$ cat src/sv/ettt_pkg.sv
// Shared types, constants and the hash helper function of the target track table.
`timescale 1ns / 1ps
package ettt_pkg;

  localparam int unsigned MaxTargets = 16;
  localparam int unsigned SlotW      = $clog2(MaxTargets);
  localparam int unsigned CountW     = $clog2(MaxTargets + 1);
  localparam int unsigned CfgAddrW   = 4;

  // Register byte addresses
  localparam logic [CfgAddrW-1:0] RegGain      = 4'h0;
  localparam logic [CfgAddrW-1:0] RegMissLimit = 4'h4;
  localparam logic [CfgAddrW-1:0] RegThreshold = 4'h8;
  localparam logic [CfgAddrW-1:0] RegFade      = 4'hC;

  localparam logic [15:0] GainReset      = 16'd9830;
  localparam logic [7:0]  MissLimitReset = 8'd25;
  localparam logic [15:0] ThresholdReset = 16'd0;
  localparam logic [15:0] FadeReset      = 16'd45875;
  localparam logic [31:0] HashSeed       = 32'd5381;

  typedef enum logic [1:0] {
    OpBegin  = 2'd0,
    OpAdd    = 2'd1,
    OpUpdate = 2'd2,
    OpNone   = 2'd3
  } op_e;

  typedef enum logic [1:0] {
    StAccepted  = 2'd0,
    StFrameFull = 2'd1,
    StTableFull = 2'd2
  } status_e;

  // Classified command handed from front to back
  typedef struct packed {
    op_e         op;
    logic [31:0] hash;
    logic [15:0] bearing;
    logic [15:0] distance;
    logic [15:0] confidence;
    logic [15:0] color;
    logic [15:0] heading;
  } cmd_t;

  typedef struct packed {
    logic        kind;
    status_e     status;
    logic [3:0]  slot;
    logic        slot_valid;
    logic        active;
    logic [15:0] view_angle;
    logic [15:0] view_range;
    logic [15:0] confidence_out;
    logic [15:0] color_out;
    logic        last;
  } res_t;

  typedef struct packed {
    logic [15:0] gain;
    logic [7:0]  miss_limit;
    logic [15:0] threshold;
    logic [15:0] fade;
  } cfg_t;

  // One djb2-xor round
  function automatic logic [31:0] hash_step(logic [31:0] h, logic [7:0] b);
    hash_step = ((h << 5) + h) ^ {24'd0, b};
  endfunction

endpackage

$ cat src/sv/ettt_front.sv
// Front end: accepts items, hashes the six address bytes of an add, queues commands.
`timescale 1ns / 1ps
module ettt_front (
  input  logic           clk_i,
  input  logic           rst_ni,
  input  logic           s_tvalid_i,
  output logic           s_tready_o,
  input  logic [127:0]   s_tdata_i,
  input  logic [1:0]     s_tuser_i,
  output logic           q_valid_o,
  input  logic           q_ready_i,
  output ettt_pkg::cmd_t q_cmd_o
);
  import ettt_pkg::*;

  typedef enum logic [1:0] {FrIdle, FrHash, FrPush} fr_state_e;

  fr_state_e   state_q;
  logic [2:0]  byte_q;
  logic [47:0] mac_q;
  cmd_t        cmd_q;
  cmd_t        push_cmd;
  logic [31:0] hash_nx;
  logic [7:0]  cur_byte;

  // Two-entry command queue
  cmd_t        fifo_q [2];
  logic        wr_ptr_q, rd_ptr_q;
  logic [1:0]  cnt_q;
  logic        push, pop;

  assign s_tready_o = (state_q == FrIdle);
  assign cur_byte   = mac_q[47:40];
  assign hash_nx    = hash_step(cmd_q.hash, cur_byte);
  assign push       = (state_q == FrPush) && (cnt_q != 2'd2);
  assign pop        = q_valid_o && q_ready_i;
  assign q_valid_o  = (cnt_q != 2'd0);
  assign q_cmd_o    = fifo_q[rd_ptr_q];

  // Hash sequencer
  always_ff @(posedge clk_i or negedge rst_ni) begin
    if (!rst_ni) begin
      state_q <= FrIdle;
      byte_q  <= '0;
    end else begin
      unique case (state_q)
        FrIdle: begin
          if (s_tvalid_i) begin
            state_q <= (op_e'(s_tuser_i) == OpAdd) ? FrHash : FrPush;
            byte_q  <= '0;
          end
        end
        FrHash: begin
          byte_q <= byte_q + 3'd1;
          if (byte_q == 3'd5) state_q <= FrPush;
        end
        FrPush: begin
          if (push) state_q <= FrIdle;
        end
        default: state_q <= FrIdle;
      endcase
    end
  end

  // Payload capture and hash rounds
  always_ff @(posedge clk_i) begin
    if (state_q == FrIdle && s_tvalid_i) begin
      cmd_q.op         <= op_e'(s_tuser_i);
      mac_q            <= s_tdata_i[47:0];
      cmd_q.bearing    <= s_tdata_i[63:48];
      cmd_q.distance   <= s_tdata_i[79:64];
      cmd_q.confidence <= s_tdata_i[95:80];
      cmd_q.color      <= s_tdata_i[111:96];
      cmd_q.heading    <= s_tdata_i[127:112];
      cmd_q.hash       <= HashSeed;
    end else if (state_q == FrHash) begin
      cmd_q.hash <= hash_nx;
      mac_q      <= {mac_q[39:0], 8'd0};
    end
  end

  // Queued command; a zero hash becomes 1
  always_comb begin
    push_cmd      = cmd_q;
    push_cmd.hash = (cmd_q.hash == 32'd0) ? 32'd1 : cmd_q.hash;
  end

  // Queue pointers
  always_ff @(posedge clk_i or negedge rst_ni) begin
    if (!rst_ni) begin
      wr_ptr_q <= 1'b0;
      rd_ptr_q <= 1'b0;
      cnt_q    <= '0;
    end else begin
      if (push) wr_ptr_q <= ~wr_ptr_q;
      if (pop)  rd_ptr_q <= ~rd_ptr_q;
      cnt_q <= cnt_q + {1'b0, push} - {1'b0, pop};
    end
  end

  // Queue storage
  always_ff @(posedge clk_i) begin
    if (push) fifo_q[wr_ptr_q] <= push_cmd;
  end

endmodule

$ cat config.mk
export PLATFORM = sky130hd
export DESIGN_NAME = ettt_front
export DESIGN_NICKNAME = d
export VERILOG_FILES = /design/src/sv/ettt_pkg.sv /design/src/sv/ettt_front.sv
export SDC_FILE = /design/constraint.sdc
export NUM_CORES = 1
export LEC_CHECK = 0
export ABC_AREA = 1
export BUFFER_PORTS_ARGS = -buffer_cell sky130_fd_sc_hd__buf_2
export CORE_UTILIZATION = 40
export DETAILED_ROUTE_END_ITERATION = 7
export SLEW_MARGIN = 20
export SYNTH_ARGS = -nofsm -noshare
export SYNTH_HDL_FRONTEND = slang
export SYNTH_SLANG_ARGS = --single-unit
$ cat constraint.sdc
create_clock -name clk_i -period 6.9 [get_ports clk_i]
set_input_delay 0.345 -clock clk_i [delete_from_list [all_inputs] [get_ports clk_i]]
set_output_delay 0.345 -clock clk_i [all_outputs]
set_load 0.01 [all_outputs]
# ---- Word level (Yosys, flattened, before mapping)
# Memories as Yosys holds them, arrays and structs flattened.
# Cells that the tools add are included.
# Widths: inputs -> output; s select.
dict set report word_totals {
  rom_bits 0
  output_inout_bits 116
  latchBits 0
  ramBits 228
  regBits 171
  wordCells 51
  memories 1
}
dict set report op_classes {
  n_mul 0
  n_mux 12
  div_mod_pow 0
  n_reduce_logical 10
  n_addsub 4
  bitwise_logic 3
  n_lt_le_gt_ge 0
  n_eq_ne 8
  shifts 0
}
# memory words width rd rd_clocked_by_memory_dff wr line_no
set mem_list {}
lappend mem_list {fifo_q 2 114 1 0 1 ettt_front.sv:27} ;# cmd_t fifo_q [2];
# op n
set ops {}
lappend ops {{$mux 48} 2}
lappend ops {{$add 32x32->32} 1}
lappend ops {{$logic_not 32->1} 1}
lappend ops {{$mux 32} 1}
lappend ops {{$xor 32x8->32} 1}
lappend ops {{$mux 2} 4}
lappend ops {{$ne 2x2->1 const B} 4}
lappend ops {{$pmux 2 s3} 1}
lappend ops {{$pmux 3 s2} 1}
lappend ops {{$reduce_bool 2->1} 3}
lappend ops {{$eq 2x1->1 const B} 2}
lappend ops {{$add 3x1->3 const B} 1}
lappend ops {{$eq 3x3->1 const B} 1}
lappend ops {{$logic_and 1x1->1} 3}
lappend ops {{$mux 3} 1}
lappend ops {{$reduce_and 3->1} 1}
lappend ops {{$add 2x1->2} 1}
lappend ops {{$eq 2x2->1 const B} 1}
lappend ops {{$logic_not 2->1} 1}
lappend ops {{$mux 1} 2}
lappend ops {{$not 1->1} 2}
lappend ops {{$reduce_and 2->1} 1}
lappend ops {{$sub 2x1->2} 1}

# ---- Depth between registers and ports, before layout
# Gate-level depths: netlist of the first run.
dict set report logic_depth {
  word_depth 4
  mapped_depth 14
}

# ---- Worst setup path before layout of the first run
# No wires, ideal clock.
dict set report synth_path {
  kind {register to register}
  startpoint {register state_q[0]}
  endpoint {memory fifo_q[0][0] in the netlist's numbering, enable pin}
  t_required_ns 6.311
  path_buffers 0
  arrival_ns 5.379
  path_slack_ns 0.932
  period_less_slack_ns 5.968
  path_stages_with_launch 4
  path_cell_list {dfrtp_1 inv_1 o211ai_1 nor2_1}
}
dict set report synth_between {
  elab_chain_len 4
}
# item line_no
set synth_lines {}
lappend synth_lines {{start, declared} ettt_front.sv:18} ;# fr_state_e state_q;
lappend synth_lines {{start signal, assigned} ettt_front.sv:43} ;# state_q <= FrIdle;
lappend synth_lines {{start signal, assigned} ettt_front.sv:49} ;# state_q <= (op_e'(s_tuser_i) == OpAdd) ? FrHash : FrPush;
lappend synth_lines {{start signal, assigned} ettt_front.sv:55} ;# if (byte_q == 3'd5) state_q <= FrPush;
lappend synth_lines {{$eq 2x2->1} ettt_front.sv:35} ;# assign push = (state_q == FrPush) && (cnt_q != 2'd2);
lappend synth_lines {{$logic_and 1x1->1} ettt_front.sv:35}
lappend synth_lines {{$mux 1} ettt_front.sv:103} ;# if (push) fifo_q[wr_ptr_q] <= push_cmd;
lappend synth_lines {{$mux 1 (not written as such)} ettt_front.sv:103}
lappend synth_lines {{end, declared} ettt_front.sv:27}
# No other way between the ends.

==> results by group, run 1 <==
Status
  • Status: complete, no violations

Clock network
  • Clk slew on worst S/H paths: ~60 ps
  • CTS-repair resized insts: 0
  • CTS sink cnt: 399
  • Cts hold-fix bufs: just over 80
  • Clock Latency Late Sink: 570 ps
  • Setup bufs post-CTS: 0
  • Htree depth: 2
  • Max Root-Sink Buffers: 3
  • Num CTS Buffers: 44
  • CTS tree: yes
  • Root Driver: clkbuf_16

Finish
  • Fin nets: 2,021
  • Final instance area: 20,600 um^2
  • Filler cell count: 3,715
  • Non-filler cells, final: 2,424
  • Layout cells sized above 1: a little under a fifth
  • Area grow syn2layout: 24.0%

Drt
  • DRT iter0 DRCs: 737
  • Drt wl/cell: 15.7 um
  • Via Count: 11.3k
  • Detail Route Antenna Nets: 0
  • Drt drc: 0
  • 1st-pass router iterations: 5
  • Routed vias/inst: 4.67
  • DRT Wirelength: about 38 mm

Placed design
  • I/O Buffers: 249
  • Inst Count DP: 2,259
  • Area after DPL: 18,400 um^2
  • GP Congestion: ~0.83
  • Dpl hpwl: 25.1 mm

Timing
  • Final number of setup-violating endpoints: 0
  • Fin. Hold Viols: 0
  • Worst hold slack: 42.9 ps
  • Rel. slew slack: 31.7%
  • Fin. max-slew vios: 0
  • F_max: 310 MHz
  • Final period util: 46.8%
  • Worst Tran Pin Value: 1020 ps
  • Crit path time final: between 3000 and 4000 ps
  • Setup Skew: 25.9 ps
  • Unrepaired setup endpoints after global routing: no
  • Fin Setup TNS: 0 ps

Synthesis
  • Syn Area/Cell: 10.8 um^2
  • Post-synth top flop: edfxtp_1
  • Seq cells post-synth: 399
  • Ys async rst share: 2.26%
  • Sequential area share after synthesis: ~70%
  • Synthesized cell area: 16,600 um^2
  • Syn Nets: 1,708
  • Number of synthesized flops with an enable pin: 358
  • Count of different cell masters after synthesis: a little over 40
  • Syn. warnings: 0
  • Mapped Cells: approximately 1.5k

GRT
  • First-pass GRT wire length: 59.0 mm
  • Met2 usage: slightly below 30%
  • Met1 usage: roughly 25%
  • GRT overflow: 0
  • Largest net degree at the start of global routing: 81
  • Vias in the first global route: between 10k and 15k
  • Initial antenna violation count: 1
  • Most Used Layer, Global Route: met2
  • GRT Util Overall: 18.2%
  • Met3 Use GR: 3.85%

Power and ir drop
  • Leak: 9.17 nW
  • Pwr Total: 9.57 mW
  • Peak VDD IR: 0.211 mV
  • Power per cell area: 464 nW/um^2

Worst setup path
  • Worst setup SP type: flop
  • Crit path capture type: primary output
  • WP data arrival: approximately 2900 ps
  • Critical path class: reg2out
  • Crit path required time: 6550 ps
  • Crit-path max FO: just over 60

Floorplan
  • Io pins: 250
  • Core Area: roughly 41,000 um^2
  • Chip Height: 206 um
  • Die extent in x: 206 um
  • Site Rows: between 70 and 80
  • Die area: 42,400 um^2
  • Initial core utilization: 40.7%

Run
  • Max_cap viols: 0

Worst hold path
  • Hold WC Path Type: in2reg
[path summary, 6_finish.rpt]
path / from / to / cells past startpoint / slack [ps]
worst max-delay path: rd_ptr_q$_DFFE_PN0P_ / q_cmd_o[13] / 5 / 3670
worst min-delay path: s_tvalid_i / state_q[0]$_DFFE_PN0P_ / 3 / 40
worst max register to register: state_q[0]$_DFFE_PN0P_ / fifo_q[1][10]$_DFFE_PP_ / 5 / 4100
worst min register to register: cmd_q[34]$_DFFE_PP_ / fifo_q[0][34]$_DFFE_PP_ / 0 / 440
max in group asynchronous: rst_ni / rd_ptr_q$_DFFE_PN0P_ / 2 / 6490
min in group asynchronous: rst_ni / byte_q[1]$_DFFE_PN0P_ / 2 / 190
[placed cells by master, fill, tap and decap left out, types with 5 or more instances in the layout]
cell | synthesis | layout
nor2_1 | 41 | 38
xnor2_1 | 6 | 6
dfrtp_1 | 9 | 8
buf_4 | 1 | 10
clkbuf_16 | 0 | 46
nand2_1 | 659 | 659
clkinv_2 | 0 | 12
nand3_1 | 53 | 53
a21oi_1 | 24 | 24
nor4_1 | 8 | 8
nand2_2 | 7 | 7
dlygate4sd3_1 | 0 | 83
nor2_4 | 2 | 5
o21ai_0 | 26 | 26
ha_1 | 30 | 30
nand4_1 | 8 | 8
xor2_1 | 10 | 10
inv_1 | 147 | 146
o21bai_1 | 10 | 10
dfxtp_1 | 32 | 32
buf_2 | 11 | 249
nor2_2 | 7 | 7
edfxtp_1 | 358 | 358
clkbuf_1 | 54 | 7
[cell type report]
cell class	count	area, um^2	area share (%)
antenna	1	2.50	0.0121
tap	532	666	3.23
multi-input combinational	919	4180	20.3
inverter	150	566	2.74
timing repair buffer	342	2150	10.4
clock inverter	27	260	1.26
clock buffer	54	1190	5.77
sequential	399	11600	56.3
[stage by stage]
stage / worst slack [ps] / utilization [%]
after floorplan: 932 / -
after global placement: 4110 / 44.8
after detailed placement: 4070 / 44.8
after CTS: 3580 / 50.4
after global routing: 3400 / 50.4
final: 3670 / 50.4
[state kept, by name (all words and copies together) (netlist names)]
name and count:
cnt_q 2, wr_ptr_q 1, rd_ptr_q 1, fifo_q 228, mac_q 48, byte_q 3, cmd_q 114, state_q 2
[logic make-up (layout without fill, tap and decap cells)]
family	after synthesis	after routing	share of synthesized area, %
xor gates and xnor gates	16	16	0.842
other	0	1	0
and+or+nand+nor	802	802	19.4
DFF	399	399	69.8
adders and majority gates	31	31	2.38
AOI/OAI and AO/OA	70	70	2.37
buffers and inverters	225	573	5.23
[power breakdown]
part	switching, mW	internal, mW
sequential	0.406	3.68
combinational	2.14	1.02
clock	0.940	1.38
total	3.49	6.08
[synth_stat cells, types with 9 or more instances]
master      n  area, um^2
nor2_1     41         154
nand3_1    53         265
clkbuf_1   54         203
nand2_1   659        2470
dfrtp_1     9         225
inv_1     147         552
xor2_1     10        87.6
buf_2      11        55.1
o21ai_0    26         130
a21oi_1    24         120
ha_1       30         375
edfxtp_1  358       10800
o21bai_1   10        75.1
dfxtp_1    32         641
[layer usage]
layer | up-vias | wire length, um
met1 | 5250 | 16900
met2 | 361 | 17700
met4 | 0 | 940
met3 | 53 | 2610
met5 | - | 0
li1 | 5655 | -
[worst max-delay path, cell delays in order (launching register included)]
cell and delay (ps):
dfrtp_4 730, inv_4 570, buf_4 630, nand2_1 130, nand2_1 110, buf_2 130
No activity file was read; power rests on OpenSTA's default activity.
==> run 2, diff against run 1 <==
- ABC_AREA: 1 -> 0
- clock period: 6.9 -> 3.3 ns (I/O delays scaled with it)
==> results by group, run 2 <==
Worst setup path
  • Critical R2R Capture: cmd_q[111]$_SDFFE_PP0P_
  • R2r worst-path depth: 10 (+5)
  • FF-to-FF Start: cmd_q[85]$_SDFFE_PP0P_
  • Crit path capture type: flop
  • Flop2flop setup slack: 300 ps (-3800 ps)
  • WP data arrival: 3450 ps (+570 ps)
  • Crit-path max FO: 6 (-90%)
  • Worst setup SP type: flop
  • Crit path required time: 3750 ps (-2800 ps)
  • Critical path class: reg2reg

Timing
  • Worst setup margin: 304 ps (-3370 ps)
  • Fin Setup TNS: 0 ps (unchanged)
  • Worst Tran Pin Value: 745 ps (-279 ps)
  • Fin. max-slew vios: 0 (unchanged)
  • Final period util: 90.8%
  • F_max: 334 MHz
  • Setup Skew: 21.2 ps (-4.70 ps)
  • Fin. Hold Viols: 0 (unchanged)
  • Worst hold slack: 72.0 ps (+29.1 ps)
  • Final number of setup-violating endpoints: 0 (unchanged)
  • Rel. slew slack: 49.9% (+18 points)
  • Unrepaired setup endpoints after global routing: no
  • Crit path time final: about 3000 ps

Synthesis
  • Syn Area/Cell: 15.4 um^2 (+43%)
  • Count of different cell masters after synthesis: 54 (+32%)
  • Cell taking the most area after synthesis: edfxtp_1
  • Mapped Cells: 1,020 (-34%)
  • Post-synth top flop: edfxtp_1
  • Sequential area share after synthesis: 73.8% (+4.0 points)
  • Synth top cells by count: edfxtp_1 (358), nand2_1 (161), mux2_2 (114), clkbuf_1 (65), a21oi_1 (34)
  • Synthesized cell area: 15,700 um^2 (-5.4%)
  • Syn Nets: 1,185 (-31%)
  • Mux share of post-synthesis cell area: 8.28% (+8.3 points)
  • Largest family of logic cells by synthesized area: multiplexers
  • Most frequent cell after synthesis: edfxtp_1
  • Synth Area in Adders: 2.51% (+0.14 points)
  • Synth Area in Compound Gates: 5.01% (+2.6 points)
  • Seq cells post-synth: 399 (unchanged)
  • Top-area cell type share of the netlist area: 68.3% (+3.7 points)
  • Post-synthesis simple-gate area fraction: 6.81% (-13 points)
  • Xor/xnor cell area share of the yosys netlist: 1.61% (+0.77 points)
  • Syn. warnings: 0 (unchanged)
  • Ys async rst share: 2.26% (unchanged)
  • Number of synthesized flops with an enable pin: 358 (unchanged)
  • Synth area leaders: edfxtp_1 (68%), mux2_2 (8.2%), dfxtp_1 (4.1%), nand2_1 (3.8%), ha_1 (2.4%)

GRT
  • First-pass GRT wire length: 52.9 mm (-10%)
  • GRT overflow: 0 (unchanged)
  • Vias in the first global route: 9,648 (-11%)
  • Largest net degree at the start of global routing: 137 (+69%)
  • Initial antenna violation count: 0 (-1)
  • GRT Util Overall: 16.7% (-1.4 points)

Run
  • Max_cap viols: 0 (unchanged)

Finish
  • Final Util: 52.9% (+2.5 points)
  • Regs by FF count: fifo_q x228, cmd_q x114, mac_q x48
  • Fin nets: 1,564 (-23%)
  • N_diodes: 0 (-1)
  • Area grow syn2layout: 30.2%
  • Largest Register: fifo_q
  • Layout cells sized above 1: 32.4% (+13 points)
  • Commonest non-fill, non-tap cell in the layout: edfxtp_1
  • Max reg flops: 228 (unchanged)
  • Commonest cells after routing, fill and taps aside: edfxtp_1 (358), buf_2 (249), nand2_1 (160)
  • Filler cell count: 3,211 (-14%)
  • Non-filler cells, final: 1,950 (-20%)

Worst hold path
  • Hold path depth: 2 (-1)
  • Hold WC Path Type: in2reg
  • Hold path endpoint: mac_q[0]$_SDFFCE_PN0P_
  • HP Start: s_tvalid_i

Floorplan
  • Die area: 40,100 um^2 (-5.4%)
  • Core Area: 38,700 um^2 (-5.3%)
  • Initial core utilization: 40.6% (about the same)
  • Die extent in x: 200 um (-2.7%)
  • Chip Height: 200 um (-2.7%)
  • Site Rows: 72 (-2.7%)
  • Io pins: 250 (unchanged)

Clock network
  • CTS-repair resized insts: 0 (unchanged)
  • Root Driver: clkbuf_16
  • CTS sink cnt: 399 (unchanged)
  • CTS tree: yes
  • Clk slew on worst S/H paths: 60 ps (about the same)
  • Htree depth: 2 (unchanged)
  • Num CTS Buffers: 44 (unchanged)
  • Max Root-Sink Buffers: 3 (unchanged)
  • Clock Latency Late Sink: 570 ps (about the same)

Power and ir drop
  • Peak VDD IR: 0.513 mV (+140%)
  • Leak: 7.86 nW (-14%)
  • Power per cell area: 898 nW/um^2 (+94%)

Placed design
  • GP Congestion: 0.855 (+3.0%)
  • Dpl hpwl: 20.3 mm (-19%)
  • Inst Count DP: 1,738 (-23%)
  • I/O Buffers: 249 (unchanged)
  • Setup WS pre-CTS: 348 ps (-3720 ps)

Drt
  • Detail Route Antenna Nets: 0 (unchanged)
  • Routed vias/inst: 4.82 (+3.2%)
  • 1st-pass router iterations: 4 (-1)
  • Drt wl/cell: 17.1 um (+8.5%)
  • DRT iter0 DRCs: 456 (-38%)
  • Via Count: 9,395 (-17%)
  • DRT Wirelength: 33.3 mm (-13%)
  • Drt drc: 0 (unchanged)

Status
  • Status: complete, no violations
[run 2: cell types whose count changed in the layout (fill, tap and decap cells not counted), moves of 20 or more]
| cell | before | now |
|---|---|---|
| nor2_1 | 38 | 18 |
| inv_1 | 146 | 8 |
| nand3_1 | 53 | 9 |
| nand2_1 | 659 | 160 |
| dlygate4sd3_1 | 83 | 133 |
| mux2_2 | 0 | 114 |
[run 2: worst max-delay path by stage]
stage / start / endpoint / slack (ps) / depth (start not counted)
floorplan: state_q[0]$_DFFE_PN0P_ / fifo_q[0][0]$_DFFE_PP_ / -890 / 3
global placement: cmd_q[85]$_SDFFE_PP0P_ / cmd_q[111]$_SDFFE_PP0P_ / 390 / 10
detailed placement: cmd_q[85]$_SDFFE_PP0P_ / cmd_q[111]$_SDFFE_PP0P_ / 350 / 10
CTS: cmd_q[85]$_SDFFE_PP0P_ / cmd_q[111]$_SDFFE_PP0P_ / 320 / 10
global route: cmd_q[85]$_SDFFE_PP0P_ / cmd_q[111]$_SDFFE_PP0P_ / 160 / 10
finish: cmd_q[85]$_SDFFE_PP0P_ / cmd_q[111]$_SDFFE_PP0P_ / 300 / 10
[run 2: logic make-up (layout without fill, tap and decap cells)]
group | after synthesis | in the layout
xor gates and xnor gates | 29 | 29
AOI/OAI and AO/OA | 122 | 122
DFF | 399 | 399
muxes | 116 | 116
buffers and inverters | 78 | 490
adders and majority gates | 31 | 31
and+or+nand+nor | 245 | 245
[run 2: final cells by class]
| cell class | instances | area (um^2) | share of cell area [%] |
|---|---|---|---|
| inverter | 10 | 42.5 | 0.208 |
| sequential | 399 | 11600 | 56.7 |
| clock buffer | 59 | 1210 | 5.90 |
| timing repair buffer | 401 | 2880 | 14.1 |
| tap | 518 | 648 | 3.16 |
| clock inverter | 20 | 265 | 1.29 |
| multi-input combinational | 543 | 3830 | 18.7 |
[run 2: stage by stage]
| step | area, um^2 | total power [mW] |
|---|---|---|
| 2_1_floorplan | 15700 | 11.6 |
| 3_3_place_gp | 17700 | 13.4 |
| 3_5_place_dp | 17700 | 13.5 |
| 4_1_cts | 20500 | 18.7 |
| 5_1_grt | 20500 | 19.5 |
| 6_report | 20500 | 18.4 |
[run 2: repair_timing]
action                    in CTS  in global routing
hold endpoints to repair     140                  0
buffers inserted               0                  0
hold buffers                 133                  0
[run 2: worst max-delay path: stages, from the launching register on]
cell	delay (ps)
dfxtp_1	460
ha_1	250
inv_1	70
fa_1	400
o21ai_0	350
nand4_1	200
a21boi_0	200
o31ai_1	180
or4_1	520
o211a_1	150
mux2i_1	110
[run 2: metal layers]
| layer | up-vias | wire length [um] | global-route usage, % |
|---|---|---|---|
| met3 | 49 | 2010 | 4.13 |
| met2 | 281 | 16000 | 27.3 |
| met5 | - | 0 | 0 |
| met1 | 4525 | 14600 | 22.1 |
| li1 | 4540 | - | - |
| met4 | 0 | 678 | 5.13 |
[run 2: report_power, final]
part | switching, mW | internal [mW]
sequential | 0.702 | 7.36
clock | 1.97 | 2.99
combinational | 3.08 | 2.32
total | 5.75 | 12.7
==> run 3, diff against run 2 <==
- GPL_TIMING_DRIVEN: unset -> 0
==> results by group, run 3 (synthesized netlist as in run 2, its figures left out) <==
Status
  • Status: complete, no violations

Power and ir drop
  • Leak: 7.88 nW (+0.26%)
  • Power per cell area: 879 nW/um^2 (-2.1%)
  • Sw frac: 31.6% (+0.32 points)
  • Seq pwr share: 43.6% (-0.2 points)
  • Combinational Power Share: 31.7% (+2.4 points)
  • Peak VDD IR: 0.369 mV (-28%)
  • Pwr Total: 18.1 mW (-1.5%)
  • Pint: 12.4 mW (-2.0%)
  • P_sw: 5.72 mW (-0.51%)
  • Clk pwr share: 24.7% (-2.2 points)

Worst setup path
  • Crit path cell chain: ha_1 -> inv_1 -> fa_1 -> o21ai_0 -> nand4_1 -> a21boi_0 -> o31ai_1 -> or4_1 -> o211a_1 -> mux2i_1
  • FF-to-FF Start: cmd_q[85]$_SDFFE_PP0P_
  • Critical path buffer and inverter count: 1 (unchanged)
  • Flop2flop setup slack: 180 ps (-120 ps)
  • WP data arrival: 3550 ps (+100 ps)
  • Crit path required time: 3730 ps (-20 ps)
  • Largest delay share family, worst path: compound AO/OA/AOI/OAI gates
  • Critical path class: reg2reg
  • Worst setup SP type: flop
  • Max incr delay on CP: 500 ps (-20 ps)
  • Crit-path max FO: 5 (-1)
  • Crit path capture type: flop
  • R2r worst-path depth: 10 (unchanged)
  • Critical path's slowest cell: or4_1
  • Critical R2R Capture: cmd_q[111]$_SDFFE_PP0P_

Finish
  • Final Util: 53.2% (+0.32 points)
  • Largest Register: fifo_q
  • Layout cells sized above 1: 30.3% (-2.1 points)
  • Max reg flops: 228 (unchanged)
  • Multi-input gate area: 3830 um^2 (unchanged)
  • Commonest non-fill, non-tap cell in the layout: edfxtp_1
  • Filler cell count: 3,229 (+0.56%)
  • N_diodes: 0 (unchanged)
  • Regs by FF count: fifo_q x228, cmd_q x114, mac_q x48
  • Register Area: 11,600 um^2 (about the same)
  • Commonest cells after routing, fill and taps aside: edfxtp_1 (358), buf_2 (248), nand2_1 (161)
  • Area grow syn2layout: 31.0%
  • Final instance area: 20,600 um^2 (+0.61%)
  • Fin nets: 1,624 (+3.8%)

Clock network
  • Htree depth: 2 (unchanged)
  • Clk slew on worst S/H paths: 60 ps (about the same)
  • Root Driver: clkbuf_16
  • Max Root-Sink Buffers: 3 (unchanged)
  • CTS sink cnt: 399 (unchanged)
  • Setup bufs post-CTS: 0 (unchanged)
  • Clock Latency Late Sink: 560 ps (about the same)
  • CTS tree: yes
  • Num CTS Buffers: 42 (-4.5%)

Worst hold path
  • Hold path endpoint: mac_q[5]$_SDFFCE_PN0P_
  • Hold WC Path Type: in2reg
  • Hold path depth: 2 (unchanged)
  • HP Start: s_tvalid_i

Timing
  • Rel. slew slack: 53.4% (+3.5 points)
  • Fin Setup TNS: 0 ps (unchanged)
  • Worst hold slack: 170 ps (+98.2 ps)
  • Setup Skew: 8.10 ps (-13.1 ps)
  • Unrepaired setup endpoints after global routing: no
  • F_max: 321 MHz (-3.9%)
  • Fin. Hold Viols: 0 (unchanged)
  • Worst Tran Pin Value: 693 ps (-51.8 ps)
  • Final number of setup-violating endpoints: 0 (unchanged)
  • Final period util: 94.5% (+3.7 points)
  • Fin. max-slew vios: 0 (unchanged)
  • Crit path time final: 3120 ps (+122 ps)

Floorplan
  • Die extent in x: 200 um (unchanged)
  • Chip Height: 200 um (unchanged)
  • Io pins: 250 (unchanged)
  • Die area: 40,100 um^2 (unchanged)
  • Site Rows: 72 (unchanged)
  • Core Area: 38,700 um^2 (unchanged)
  • Initial core utilization: 40.6% (unchanged)

Placed design
  • GP Congestion: 0.856 (+0.19%)
  • Dpl hpwl: 22.2 mm (+9.3%)
  • I/O Buffers: 248 (-0.40%)
  • Area after DPL: 18,000 um^2 (+1.7%)

GRT
  • GRT overflow: 0 (unchanged)
  • Vias in the first global route: 9,858 (+2.2%)
  • First-pass GRT wire length: 52.7 mm (-0.35%)
  • Initial antenna violation count: 0 (unchanged)
  • Largest net degree at the start of global routing: 70 (-49%)
  • GRT Util Overall: 16.7% (about the same)

Run
  • Max_cap viols: 0 (unchanged)

Drt
  • Detail Route Antenna Nets: 0 (unchanged)
  • Drt drc: 0 (unchanged)
  • Via Count: 9,611 (+2.3%)
  • Drt wl/cell: 16.6 um (-2.9%)
  • DRT iter0 DRCs: 563 (+23%)
  • DRT Wirelength: 33.3 mm (about the same)
  • 1st-pass router iterations: 5 (+1)
  • Routed vias/inst: 4.79 (-0.66%)
-- run 3: cell count changes in the layout (fill, tap and decap cells not counted), sizes merged --
cell / previous run / this run
clkinvlp: 3 / 2
bufinv: 5 / 2
inv: 13 / 12
buf: 268 / 264
clkbuf: 59 / 126
-- run 3: power by group through the flow --
stage	logic [mW]	clock network, mW	registers [mW]
global placement	5.30	0	8.11
global route	6.37	4.80	8.05
floorplan	3.68	0	7.89
detailed placement	5.69	0	8.02
CTS	5.85	4.61	7.91
finish	5.75	4.48	7.90
-- run 3: worst max path at each step --
stage | startpoint | to | slack (ps) | cells past startpoint
2_1_floorplan | state_q[0]$_DFFE_PN0P_ | fifo_q[0][0]$_DFFE_PP_ | -890 | 3
3_3_place_gp | state_q[0]$_DFFE_PN0P_ | fifo_q[0][25]$_DFFE_PP_ | -2960 | 3
3_5_place_dp | state_q[0]$_DFFE_PN0P_ | cmd_q[69]$_DFFE_PP_ | 170 | 6
4_1_cts | rd_ptr_q$_DFFE_PN0P_ | q_cmd_o[64] | 150 | 5
5_1_grt | cmd_q[85]$_SDFFE_PP0P_ | cmd_q[111]$_SDFFE_PP0P_ | 10 | 10
6_report | cmd_q[85]$_SDFFE_PP0P_ | cmd_q[111]$_SDFFE_PP0P_ | 180 | 10
-- run 3: stage by stage --
step	setup WS, ps	instances
after CTS	152	2008
after global placement	-2960	1786
after floorplan	-890	1020
final	182	2008
after global routing	9.58	2008
after detailed placement	172	1800
-- run 3: worst reg2reg max path, delay by kind of cell, from the launching register on --
family / cells / cell delay, ps
buffers and inverters: 1 / 60
adder cells (fa/ha/maj): 2 / 650
flip-flops: 1 / 430
multiplexers: 1 / 110
AND/OR/NAND/NOR: 2 / 710
AO/OA/AOI/OAI: 4 / 1020
-- run 3: what timing repair did --
action / 4_1_cts / 5_1_grt
endpoints found under the setup margin: 50 / 62
pin swaps: 0 / 0
hold buffers: 133 / 0
resized for setup: 2 / 1
endpoints found under the hold margin: 140 / 0
-- run 3: cell type report --
class	instances	area share (%)
plain buffers	68	1.38
clock buffers	60	5.62
clock inverters	15	0.686
inverters	10	0.182
multi-input cells	543	18.6
flip-flops and latches	399	56.3
well taps	518	3.14
repair buffers	395	14.1
-- run 3: routing by layer --
layer / up-vias / part of all wire (%) / global-route usage (%)
met2: 257 / 48 / 27.7
met4: 0 / 2.7 / 6.43
met3: 57 / 5.9 / 3.71
met5: - / 0 / 0
li1: 4670 / - / -
met1: 4627 / 43 / 21.5
